--- src/rtl/u8san_pkg.sv ---
// Shared types, constants and the UTF-8 prefix classifier for the stream sanitizer.
// No dependencies; imported by every module of the block.
package u8san_pkg;

  // Replacement character U+FFFD in UTF-8
  localparam logic [7:0] REPL_BYTE0 = 8'hEF;
  localparam logic [7:0] REPL_BYTE1 = 8'hBF;
  localparam logic [7:0] REPL_BYTE2 = 8'hBD;

  // Classifier result codes; 1..4 are complete sequence lengths
  localparam logic [2:0] CLS_BAD  = 3'd0;
  localparam logic [2:0] CLS_WAIT = 3'd5;

  // Token queue between front and back
  localparam int             QDEPTH    = 4;
  localparam int             QAW       = $clog2(QDEPTH);
  localparam logic [QAW:0]   QCNT_FULL = (QAW + 1)'(QDEPTH);

  // Index of the final byte of a replacement burst
  localparam logic [1:0] REPL_LAST_SUB = 2'd2;

  typedef enum logic {
    FS_IDLE,
    FS_SCAN
  } front_state_t;

  typedef enum logic {
    TOK_BYTE,
    TOK_REPL
  } tok_kind_t;

  typedef struct packed {
    tok_kind_t   kind;
    logic [7:0]  data;
    logic        run_last;
    logic        stream_end;
    logic        stream_valid;
  } tok_t;

  typedef struct packed {
    logic vld;
    tok_t tok;
  } tok_push_t;

  // Classify n bytes (b0 first) as a complete sequence (length), a valid
  // unfinished prefix (CLS_WAIT) or a sequence that can never be valid.
  function automatic logic [2:0] classify(input logic [7:0] b0, input logic [7:0] b1,
                                          input logic [7:0] b2, input logic [7:0] b3,
                                          input logic [2:0] n);
    logic [2:0] need;
    logic [7:0] lo;
    logic [7:0] hi;
    logic       bad;
    logic [2:0] res;
    lo   = 8'h80;
    hi   = 8'hBF;
    need = 3'd1;
    bad  = 1'b0;
    if (b0 <= 8'h7F) begin
      need = 3'd1;
    end else if (b0 >= 8'hC2 && b0 <= 8'hDF) begin
      need = 3'd2;
    end else if (b0 == 8'hE0) begin
      need = 3'd3;
      lo   = 8'hA0;
    end else if (b0 == 8'hED) begin
      need = 3'd3;
      hi   = 8'h9F;
    end else if (b0 >= 8'hE1 && b0 <= 8'hEF) begin
      need = 3'd3;
    end else if (b0 == 8'hF0) begin
      need = 3'd4;
      lo   = 8'h90;
    end else if (b0 >= 8'hF1 && b0 <= 8'hF3) begin
      need = 3'd4;
    end else if (b0 == 8'hF4) begin
      need = 3'd4;
      hi   = 8'h8F;
    end else begin
      bad = 1'b1;
    end
    if (need > 3'd1) begin
      if (n >= 3'd2 && (b1 < lo || b1 > hi)) bad = 1'b1;
      if (need >= 3'd3 && n >= 3'd3 && b2[7:6] != 2'b10) bad = 1'b1;
      if (need == 3'd4 && n >= 3'd4 && b3[7:6] != 2'b10) bad = 1'b1;
    end
    if (bad) begin
      res = CLS_BAD;
    end else if (n >= need) begin
      res = need;
    end else begin
      res = CLS_WAIT;
    end
    return res;
  endfunction

endpackage

--- src/rtl/u8san_front.sv ---
// Front end: accepts input beats, holds its unfinished sequence window, scans
// it to copy/replace tokens, one byte per cycle unless q_full. Uses u8san_pkg.
module u8san_front import u8san_pkg::*; (
  input  logic       clk,
  input  logic       rst_n,
  input  logic       in_tvalid,
  output logic       in_tready,
  input  logic [7:0] in_tdata,   // [7:0] byte
  input  logic       in_tlast,
  output tok_push_t  push_o,
  input  logic       q_full
);

  front_state_t state_r, state_nxt;
  logic [7:0]   w_r [4];
  logic [2:0]   cnt_r, cnt_nxt;
  logic [1:0]   copy_r, copy_nxt;
  logic         mal_r, mal_nxt;
  logic         last_r;

  logic [2:0] cls0;
  logic [2:0] cls1;
  logic [2:0] len_m1;
  logic       is_repl;
  logic       emit;
  logic       fin;
  logic       step;
  logic       accept;
  logic       tok_mal;

  // Classify the window head and the window one byte further on
  always_comb begin
    cls0    = classify(w_r[0], w_r[1], w_r[2], w_r[3], cnt_r);
    cls1    = classify(w_r[1], w_r[2], w_r[3], 8'h00, cnt_r - 3'd1);
    len_m1  = cls0 - 3'd1;
    is_repl = (copy_r == 2'd0) &&
              (cls0 == CLS_BAD || cls0 == CLS_WAIT || w_r[0] == 8'h00);
    emit    = (copy_r != 2'd0) || !(cls0 == CLS_WAIT && !last_r);
    if (copy_r != 2'd0) begin
      copy_nxt = copy_r - 2'd1;
    end else if (is_repl) begin
      copy_nxt = 2'd0;
    end else begin
      copy_nxt = len_m1[1:0];
    end
    fin     = (copy_nxt == 2'd0) &&
              (cnt_r == 3'd1 || (cls1 == CLS_WAIT && !last_r));
    step    = (state_r == FS_SCAN) && emit && !q_full;
    accept  = in_tvalid && in_tready;
    tok_mal = is_repl && (w_r[0] != 8'h00);
  end

  // Next state
  always_comb begin
    state_nxt = state_r;
    unique case (state_r)
      FS_IDLE: begin
        if (in_tvalid) state_nxt = FS_SCAN;
      end
      FS_SCAN: begin
        if (!emit || (step && fin)) state_nxt = FS_IDLE;
      end
      default: state_nxt = FS_IDLE;
    endcase
  end

  // Outputs: handshake and token
  always_comb begin
    in_tready                 = (state_r == FS_IDLE);
    push_o.vld                = step;
    push_o.tok.kind           = is_repl ? TOK_REPL : TOK_BYTE;
    push_o.tok.data           = w_r[0];
    push_o.tok.run_last       = fin;
    push_o.tok.stream_end     = fin && last_r;
    push_o.tok.stream_valid   = fin && last_r && !(mal_r || tok_mal);
  end

  // Count, copy run and malformed flag
  always_comb begin
    cnt_nxt = cnt_r;
    mal_nxt = mal_r;
    if (accept) begin
      cnt_nxt = cnt_r + 3'd1;
    end else if (step) begin
      cnt_nxt = cnt_r - 3'd1;
      if (tok_mal) mal_nxt = 1'b1;
      if (fin && last_r) begin
        cnt_nxt = 3'd0;
        mal_nxt = 1'b0;
      end
    end
  end

  // Control registers
  always_ff @(posedge clk) begin
    if (!rst_n) begin
      state_r <= FS_IDLE;
      cnt_r   <= 3'd0;
      copy_r  <= 2'd0;
      mal_r   <= 1'b0;
    end else begin
      state_r <= state_nxt;
      cnt_r   <= cnt_nxt;
      mal_r   <= mal_nxt;
      if (step) copy_r <= copy_nxt;
    end
  end

  // Window: append on accept, shift out one byte per token
  always_ff @(posedge clk) begin
    if (accept) begin
      w_r[cnt_r[1:0]] <= in_tdata;
      last_r          <= in_tlast;
    end else if (step) begin
      for (int i = 0; i < 3; i++) begin
        w_r[i] <= w_r[i+1];
      end
    end
  end

endmodule

--- src/rtl/u8san_fifo.sv ---
// Short token queue decoupling the scanner from the output stage.
// Uses u8san_pkg for the token type and depth.
module u8san_fifo import u8san_pkg::*; (
  input  logic      clk,
  input  logic      rst_n,
  input  tok_push_t push_i,
  input  logic      pop,
  output tok_t      head,
  output logic      full,
  output logic      empty
);

  tok_t           q_r [QDEPTH];
  logic [QAW-1:0] wr_r;
  logic [QAW-1:0] rd_r;
  logic [QAW:0]   cnt_r, cnt_nxt;
  logic           do_push;
  logic           do_pop;

  always_comb begin
    full    = (cnt_r == QCNT_FULL);
    empty   = (cnt_r == '0);
    head    = q_r[rd_r];
    do_push = push_i.vld && !full;
    do_pop  = pop && !empty;
    cnt_nxt = cnt_r + (QAW + 1)'(do_push) - (QAW + 1)'(do_pop);
  end

  // Pointers and fill count
  always_ff @(posedge clk) begin
    if (!rst_n) begin
      wr_r  <= '0;
      rd_r  <= '0;
      cnt_r <= '0;
    end else begin
      cnt_r <= cnt_nxt;
      if (do_push) wr_r <= wr_r + QAW'(1);
      if (do_pop)  rd_r <= rd_r + QAW'(1);
    end
  end

  // Storage
  always_ff @(posedge clk) begin
    if (do_push) q_r[wr_r] <= push_i.tok;
  end

endmodule

--- src/rtl/u8san_back.sv ---
// Back end: expands tokens into output beats (replacements become EF BF BD)
// and holds them in the output register. Uses u8san_pkg.
module u8san_back import u8san_pkg::*; (
  input  logic       clk,
  input  logic       rst_n,
  input  tok_t       head,
  input  logic       q_empty,
  output logic       pop,
  output logic       out_tvalid,
  input  logic       out_tready,
  output logic [7:0] out_tdata,   // [7:0] byte
  output logic       out_tlast,   // last beat caused by one input beat
  output logic [1:0] out_tuser    // [0] stream_end, [1] stream_valid
);

  logic [1:0] sub_r, sub_nxt;
  logic       vld_r;
  logic [7:0] data_r, data_nxt;
  logic       last_r;
  logic [1:0] user_r;
  logic       load;
  logic       take;
  logic       piece_last;

  // Select the next beat from the queue head
  always_comb begin
    load       = !vld_r || out_tready;
    take       = load && !q_empty;
    piece_last = (head.kind == TOK_BYTE) || (sub_r == REPL_LAST_SUB);
    pop        = take && piece_last;
    sub_nxt    = pop ? 2'd0 : sub_r + 2'd1;
    if (head.kind == TOK_BYTE) begin
      data_nxt = head.data;
    end else begin
      unique case (sub_r)
        2'd0:    data_nxt = REPL_BYTE0;
        2'd1:    data_nxt = REPL_BYTE1;
        default: data_nxt = REPL_BYTE2;
      endcase
    end
  end

  // Output valid and replacement position
  always_ff @(posedge clk) begin
    if (!rst_n) begin
      vld_r <= 1'b0;
      sub_r <= 2'd0;
    end else begin
      if (load) vld_r <= !q_empty;
      if (take) sub_r <= sub_nxt;
    end
  end

  // Output payload
  always_ff @(posedge clk) begin
    if (take) begin
      data_r <= data_nxt;
      last_r <= piece_last && head.run_last;
      user_r <= {piece_last && head.stream_valid, piece_last && head.stream_end};
    end
  end

  assign out_tvalid = vld_r;
  assign out_tdata  = data_r;
  assign out_tlast  = last_r;
  assign out_tuser  = user_r;

endmodule

--- src/rtl/utf8_stream_sanitizer_top.sv ---
// Top level of the UTF-8 stream sanitizer: scanner front, token queue, output back.
// Depends on u8san_pkg, u8san_front, u8san_fifo and u8san_back.
//
//   channel | dir | tdata        | tlast                 | tuser
//   in_     | in  | [7:0] byte   | final byte of stream  | -
//   out_    | out | [7:0] byte   | last beat of an input | [0] stream end, [1] stream valid
//
// An input beat is taken only while the scanner is idle; the scanner then
// consumes bytes from its 4-byte window, one per cycle while the queue has room,
// until the window is empty or holds only an unfinished prefix.
// Each replacement occupies the output for three beats.
// Output stalls back up through the 4-entry token queue into the scanner.
// Reset (rst_n low, synchronous) empties the window, queue and output register.
module utf8_stream_sanitizer_top import u8san_pkg::*; (
  input  logic       clk,
  input  logic       rst_n,
  input  logic       in_tvalid,
  output logic       in_tready,
  input  logic [7:0] in_tdata,   // [7:0] in_byte
  input  logic       in_tlast,
  output logic       out_tvalid,
  input  logic       out_tready,
  output logic [7:0] out_tdata,  // [7:0] out_byte
  output logic       out_tlast,
  output logic [1:0] out_tuser   // [0] stream_end, [1] stream_valid
);

  tok_push_t q_push;
  tok_t      q_head;
  logic      q_full;
  logic      q_empty;
  logic      q_pop;

  u8san_front u_front (
    .clk       (clk),
    .rst_n     (rst_n),
    .in_tvalid (in_tvalid),
    .in_tready (in_tready),
    .in_tdata  (in_tdata),
    .in_tlast  (in_tlast),
    .push_o    (q_push),
    .q_full    (q_full)
  );

  u8san_fifo u_fifo (
    .clk    (clk),
    .rst_n  (rst_n),
    .push_i (q_push),
    .pop    (q_pop),
    .head   (q_head),
    .full   (q_full),
    .empty  (q_empty)
  );

  u8san_back u_back (
    .clk        (clk),
    .rst_n      (rst_n),
    .head       (q_head),
    .q_empty    (q_empty),
    .pop        (q_pop),
    .out_tvalid (out_tvalid),
    .out_tready (out_tready),
    .out_tdata  (out_tdata),
    .out_tlast  (out_tlast),
    .out_tuser  (out_tuser)
  );

`ifndef SYNTHESIS
  // Scanner never pushes into a full queue
  a_no_push_full: assert property (@(posedge clk) disable iff (!rst_n)
    q_push.vld |-> !q_full) else $error("token pushed into full queue");

  // Stream end always closes an input's run
  a_end_has_last: assert property (@(posedge clk) disable iff (!rst_n)
    out_tvalid && out_tuser[0] |-> out_tlast) else $error("stream end without tlast");

  // Valid flag only appears on the stream end beat
  a_valid_on_end: assert property (@(posedge clk) disable iff (!rst_n)
    out_tvalid && out_tuser[1] |-> out_tuser[0]) else $error("stream valid off stream end");

  // Input is not taken while the scanner still has tokens to push
  a_idle_no_push: assert property (@(posedge clk) disable iff (!rst_n)
    in_tready |-> !q_push.vld) else $error("push while idle");
`endif

endmodule

--- config.mk ---
export PLATFORM = sky130hd
export DESIGN_NAME = utf8_stream_sanitizer_top
export DESIGN_NICKNAME = d
export VERILOG_FILES = /design/src/rtl/u8san_pkg.sv /design/src/rtl/u8san_front.sv /design/src/rtl/u8san_fifo.sv /design/src/rtl/u8san_back.sv /design/src/rtl/utf8_stream_sanitizer_top.sv
export SDC_FILE = /design/constraint.sdc
export NUM_CORES = 1
export LEC_CHECK = 0
export BUFFER_PORTS_ARGS = -buffer_cell sky130_fd_sc_hd__clkbuf_2
export CAP_MARGIN = 20
export CORE_MARGIN = 1
export CORE_UTILIZATION = 55
export CTS_CLUSTER_SIZE = 30
export DETAILED_ROUTE_END_ITERATION = 16
export PLACE_DENSITY = 0.82
export SETUP_SLACK_MARGIN = 0.15
export SLEW_MARGIN = 15
export SYNTH_ARGS = -nofsm -noshare
export SYNTH_HDL_FRONTEND = slang
export SYNTH_HIERARCHICAL = 1
export SYNTH_SLANG_ARGS = --single-unit
--- constraint.sdc ---
create_clock -name clk -period 4.9 [get_ports clk]
set_input_delay 0.49 -clock clk [delete_from_list [all_inputs] [get_ports clk]]
set_output_delay 0.49 -clock clk [all_outputs]
set_load 0.01 [all_outputs]
After elaboration in Yosys (flattened, before gate mapping)
Memories as Yosys holds them, arrays and structs flattened. A register that Yosys moved wholly into a read port is not among the register bits.
Cells that the tools add are included.
Widths: inputs -> output; s select.
Cells by class
  reductions and logical operators: 62
  muxes and demuxes: 98
  shift-type cells: 0
  bitwise operators: 3
  order comparisons: 30
  add/subtract/negate cells: 9
  equal/unequal tests: 18
  multiply operators: 0
  divide/modulo/power cells: 0
Operator list (count)
  $mux 8: 26
  $mux 3: 23
  $eq 8x8->1 const B: 8
  $ge 8x8->1 const B: 6
  $le 8x8->1 const B: 6
  $mux 1: 37
  $logic_and 1x1->1: 33
  $ge 3x2->1 const B: 6
  $gt 8x8->1: 2
  $le 8x7->1 const B: 2
  $lt 8x8->1: 2
  $eq 3x3->1 const B: 5
  $pmux 7 s2: 1
  $mux 2: 6
  $mux 6: 2
  $logic_or 1x1->1: 10
  $mux 5: 2
  $logic_not 8->1: 1
  $reduce_bool 8->1: 1
  $reduce_or 8->1: 1
  $logic_not 1->1: 7
  $add 2x1->2 const B: 3
  $ge 3x3->1: 2
  $ge 3x3->1 const B: 2
  other kinds (16): 26
Word-level totals
  input bits: 13
  bits in latches: 0
  word-level logic and storage cells: 235
  output and inout port bits: 13
  flip-flop bits (word level): 29
  memories: 2
  bits in writable memories: 80
  bits in read-only memories: 0
Memory list
  u_fifo.q_r: words 4, bits a word 12, read ports 1, clocked after Yosys merged registers in 1, wr ports 1, RTL line u8san_fifo.sv:13  | tok_t q_r [QDEPTH];
  u_front.w_r: words 4, bits a word 8, read ports 4, clocked after Yosys merged registers in 0, wr ports 3, RTL line u8san_front.sv:15  | logic [7:0] w_r [4];

Logic depth before layout (Yosys ltp)
An unclocked memory read counts as a cell.
  depth in word-level cells: 30
  mapped depth: 29
  mapped depth without buffers: 25

Cells and area by module
Netlist, hierarchy kept.
Modules (own cells, without submodules)
  u8san_front: times used 1, cells an instance 280, area each 2633.8 um^2, seq. area each 1131.1 um^2
  u8san_fifo: times used 1, cells an instance 113, area each 2219.6 um^2, seq. area each 1621.6 um^2
  u8san_back: times used 1, cells an instance 48, area each 625.6 um^2, seq. area each 390.4 um^2

Worst setup path before layout
OpenSTA, ideal clock, no wires.
  kind: register to register
  start point: memory u_front.w_r[0][3]
  end point: register u_fifo.cnt_r[2]
  required time: 4.785 ns
  library setup time: 0.115 ns
  cell stages (with the launch flop): 27
  arrival: 5.169 ns
  period minus slack after synthesis: 5.284 ns
  path buffers: 4
  slack: -0.384 ns
  path through: edfxtp_1 -> or4_1 -> or3_1 -> ha_1 -> o211a_1 -> a31oi_2 -> nor3_1 -> nor2_2 -> inv_1 -> ha_1 -> inv_1 -> or4_1 -> o21bai_2 -> inv_1 -> buf_2 -> buf_2 -> buf_4 -> nor2b_1 -> buf_6 -> inv_2 -> ha_1 -> inv_1 -> ha_1 -> fa_1 -> xnor2_1 -> xnor2_1 -> and2_1
RTL lines
  start, declared: RTL line u8san_front.sv:15
  end signal, assigned: RTL line u8san_fifo.sv:36  | cnt_r <= cnt_nxt;
  end, declared: RTL line u8san_fifo.sv:16  | logic [QAW:0] cnt_r, cnt_nxt;

==> flow_metrics.tcl <==
set metrics [dict create \
    timing.final.hold_violations 0 \
    synthesis.area_per_instance_um2 12.4 \
    post_drt_via_cell_ratio 5.65 \
    worstPathCellList "or4_4 > or3_1 > ha_1 > nor3_2 > nand3b_1 > a31oi_4 > nor3_2 > nor2_2 > inv_2 > ha_4 > inv_2 > or4_4 > o21bai_4 > inv_2 > nor2b_4 > inv_2 > ha_1 > inv_1 > ha_2 > fa_2 > xnor2_2 > xnor2_1 > and2_1" \
    yosys_most_used_dff "edfxtp_1" \
    layout_worst_path_cycle_share_pct 93.8 \
    place_ws_ns 0.221 \
    worst_skew_pair.late_latency_ns 0.37 \
    final_nets 537 \
    synth-edff-count 92 \
    clock_path_buffers 2 \
    place_hpwl_um 7330 \
    drt.antenna.violating_nets 0 \
    synth.top_cells.by_count "edfxtp_1 (92), nand2_1 (72), ha_1 (31)" \
    postSynthRegisterBits 111 \
    die-area_um2 10400 \
    slowest_delay_ns 0.57 \
    sequential_cell_area_um2 3140 \
    gr-usage-all-layers_pct 21.0 \
    worst_pin_slew_ns 0.959 \
    tns_ns 0 \
    post_synth_inst_count 441 \
    antennaDiodeCount 0 \
    multi_input_comb_area_um2 2230 \
    synth_most_common_cell "edfxtp_1" \
    required_ns 5.18 \
    grt_setup_unrepaired "true" \
    setup_viol 0 \
    drt-initial-drc-count 220 \
    leakagePower_nw 2.31 \
    finalClockSkew_ns 0.0115 \
    synth_top_area_cell "edfxtp_1" \
    drc 0 \
    clock_tree.root_cell "clkbuf_8" \
    cts_tree "built" \
    max_freq_ghz 0.218 \
    vias_after_detailed_routing 3560 \
    hold_bufs_at_cts 0 \
    postSynthNetCount 486 \
    fillCellCount 767 \
    synth_sequential_area_ratio_pct 57.4 \
    fp.coreArea_um2 9730 \
    grt_max_degree 29 \
    top_area_cell_type_share_of_the_netlist_area_pct 50.4 \
    buffer_ports.inserted 25 \
    startpoint_type "register" \
    drive_above_1_share_pct 22.9 \
    grt_pass1_vias 3408 \
    overflow 0 \
    maxSlewHeadroom_pct 35.8 \
    ys.warnings.count 6 \
    critical_path.max_fanout 8 \
    power_density_of_the_placed_cells_nw_per_um2 662 \
    start_util_pct 56.3 \
    totalWireLength_um 10200 \
    yosysUniqueCellTypes 71 \
    dr.pass1.iters 5 \
    flow.area_growth_from_synthesis_pct 12.9 \
    htreeDepth 3 \
    floorplan.die.width_um 102 \
    drv.max_cap_violation_count 0 \
    wl_per_cell_um 16.2 \
    mapped_area_um2 5480 \
    ys_async_sr_fraction_pct 0 \
    synth_area_leaders "edfxtp_1 (50%), ha_1 (7.1%), dfxtp_1 (6.9%), nand2_1 (4.9%), mux4_2 (4.9%)" \
    place.gp.congestion 0.872 \
    path_clk_slew_ns 0.10 \
    layout_min_cycle_time_ns 4.59 \
    max-vdd-ir-drop_v 0.000349 \
    hold_path.class "in2reg" \
    global_route_wire_length_before_repair_um 16400 \
    cp_num_buf_inv 5 \
    sink_count 111 \
    report.final.slew_viol_count 0 \
    dieHeight_um 102 \
    critical-path-top-delay-family "simple AND/OR/NAND/NOR gates" \
    crit_type "reg2reg" \
    setup_ws_ns 0.305 \
    outcome "complete, no violations" \
    boundaryPins 26 \
    rows 36 \
    timing.critical_path.slowest_stage_cell "or4_4" \
    numCtsBuffers 9 \
    timing.critical_path.arrival_ns 4.87 \
    crit_path_frequent_cell "inv_2" \
    endpoint_class_of_the_critical_path "register" \
    grt_antenna_before_repair 0 \
]
-- state kept, by name, summed over array words and instances, names as in the netlist, named ones only --
signal / count
u_back/out_tdata: 8
u_front/copy_r: 2
u_fifo/cnt_r: 3
u_back/out_tvalid: 1
u_front/last_r: 1
u_front/mal_r: 1
u_back/sub_r: 2
u_front/cnt_r: 3
u_fifo/rd_r: 2
u_front/w_r: 32
u_front/state_r: 1
u_back/out_tlast: 1
u_back/out_tuser: 2
u_fifo/wr_r: 2
u_fifo/q_r: 48
-- worst register-to-register path, delay by kind of cell (launching register included) --
family	cells	cell delay [ns]
AND/OR/NAND/NOR	9	1.94
adder cells (fa/ha/maj)	5	1.15
flip-flops	1	0.53
AO/OA/AOI/OAI	2	0.34
buffers and inverters	5	0.30
XOR/XNOR	2	0.27
-- per-stage QoR --
stage	power, W	hold WS [ns]	instance area (µm²)	util [%]	instances
5_1_grt	0.00439	0.274	6180	63.6	630
4_1_cts	0.00395	0.277	5990	61.6	608
2_1_floorplan	0.00301	0.451	5560	-	441
3_3_place_gp	0.00331	0.464	5790	59.5	591
3_5_place_dp	0.00341	0.484	5790	59.6	592
6_report	0.00409	0.288	6180	63.6	630
-- power breakdown --
part           switching (W)  total (W)  internal (W)  leakage, nW
clock               0.000313   0.000538      0.000225       0.0988
combinational        0.00108    0.00185      0.000769         1.21
sequential          0.000232    0.00171       0.00148         1.00
-- final timing paths --
path | startpoint | end | slack, ns | cells after the start
min | in_tlast | u_front/last_r$_DFFE_PP_ | 0.29 | 1
max reg2reg | u_front/w_r[0][3]$_DFFE_PP_ | u_fifo/cnt_r[2]$_SDFF_PN0_ | 0.31 | 23
max | u_front/w_r[0][3]$_DFFE_PP_ | u_fifo/cnt_r[2]$_SDFF_PN0_ | 0.31 | 23
min reg2reg | u_fifo/rd_r[0]$_SDFFE_PN0P_ | register | 0.50 | 2
-- final cells by class --
| cell class | count | share of cell area (%) |
|---|---|---|
| Timing Repair Buffer | 53 | 5.38 |
| Tap cell | 133 | 2.69 |
| Inverter | 30 | 1.82 |
| Clock buffer | 11 | 2.47 |
| Clock inverter | 5 | 0.769 |
| Multi-Input combinational cell | 287 | 36.0 |
| Sequential cell | 111 | 50.8 |
-- layer usage --
metal / track usage, % / wire, µm / share of wire, %
met1: 26.1 / 4370 / 43
met2: 37.2 / 5280 / 52
met3: 4.04 / 381 / 3.7
met4: 6.59 / 163 / 1.6
met5: 0 / 0 / 0
-- cells in the final DEF, fill, tap and decap left out, types with 3 or more instances in the layout --
cell type and instances:
or4_4 3, nand3_1 9, o21a_1 3, a21oi_1 8
nand4_1 3, edfxtp_1 92, nor3_2 4, o21ai_1 3
mux2i_1 5, a31oi_1 3, inv_2 4, clkbuf_8 9
o21ai_0 11, nand2b_1 9, o22ai_1 4, ha_1 29
buf_4 27, or3_1 4, inv_1 26, nor3_1 10
nand2_1 72, and2_1 12, o31ai_1 4, or2_1 4
nor2_1 16, clkbuf_2 25, dfxtp_1 19, mux4_2 12
-- repair_timing --
action	CTS	global route
gates resized for setup	0	5
endpoints found under the setup margin	0	2
buffers inserted	0	22
-- kinds of logic after synthesis --
family          count (synthesis)  share of synthesized area (%)
simple gates                  171                           16.1
flops                         111                           57.4
compound gates                 64                           9.11
buf+inv                        43                           3.56
fa+ha+maj                      32                           7.44
mux                            18                           6.05
xor+xnor                        2                          0.320
(Power assumes the default switching activity.)
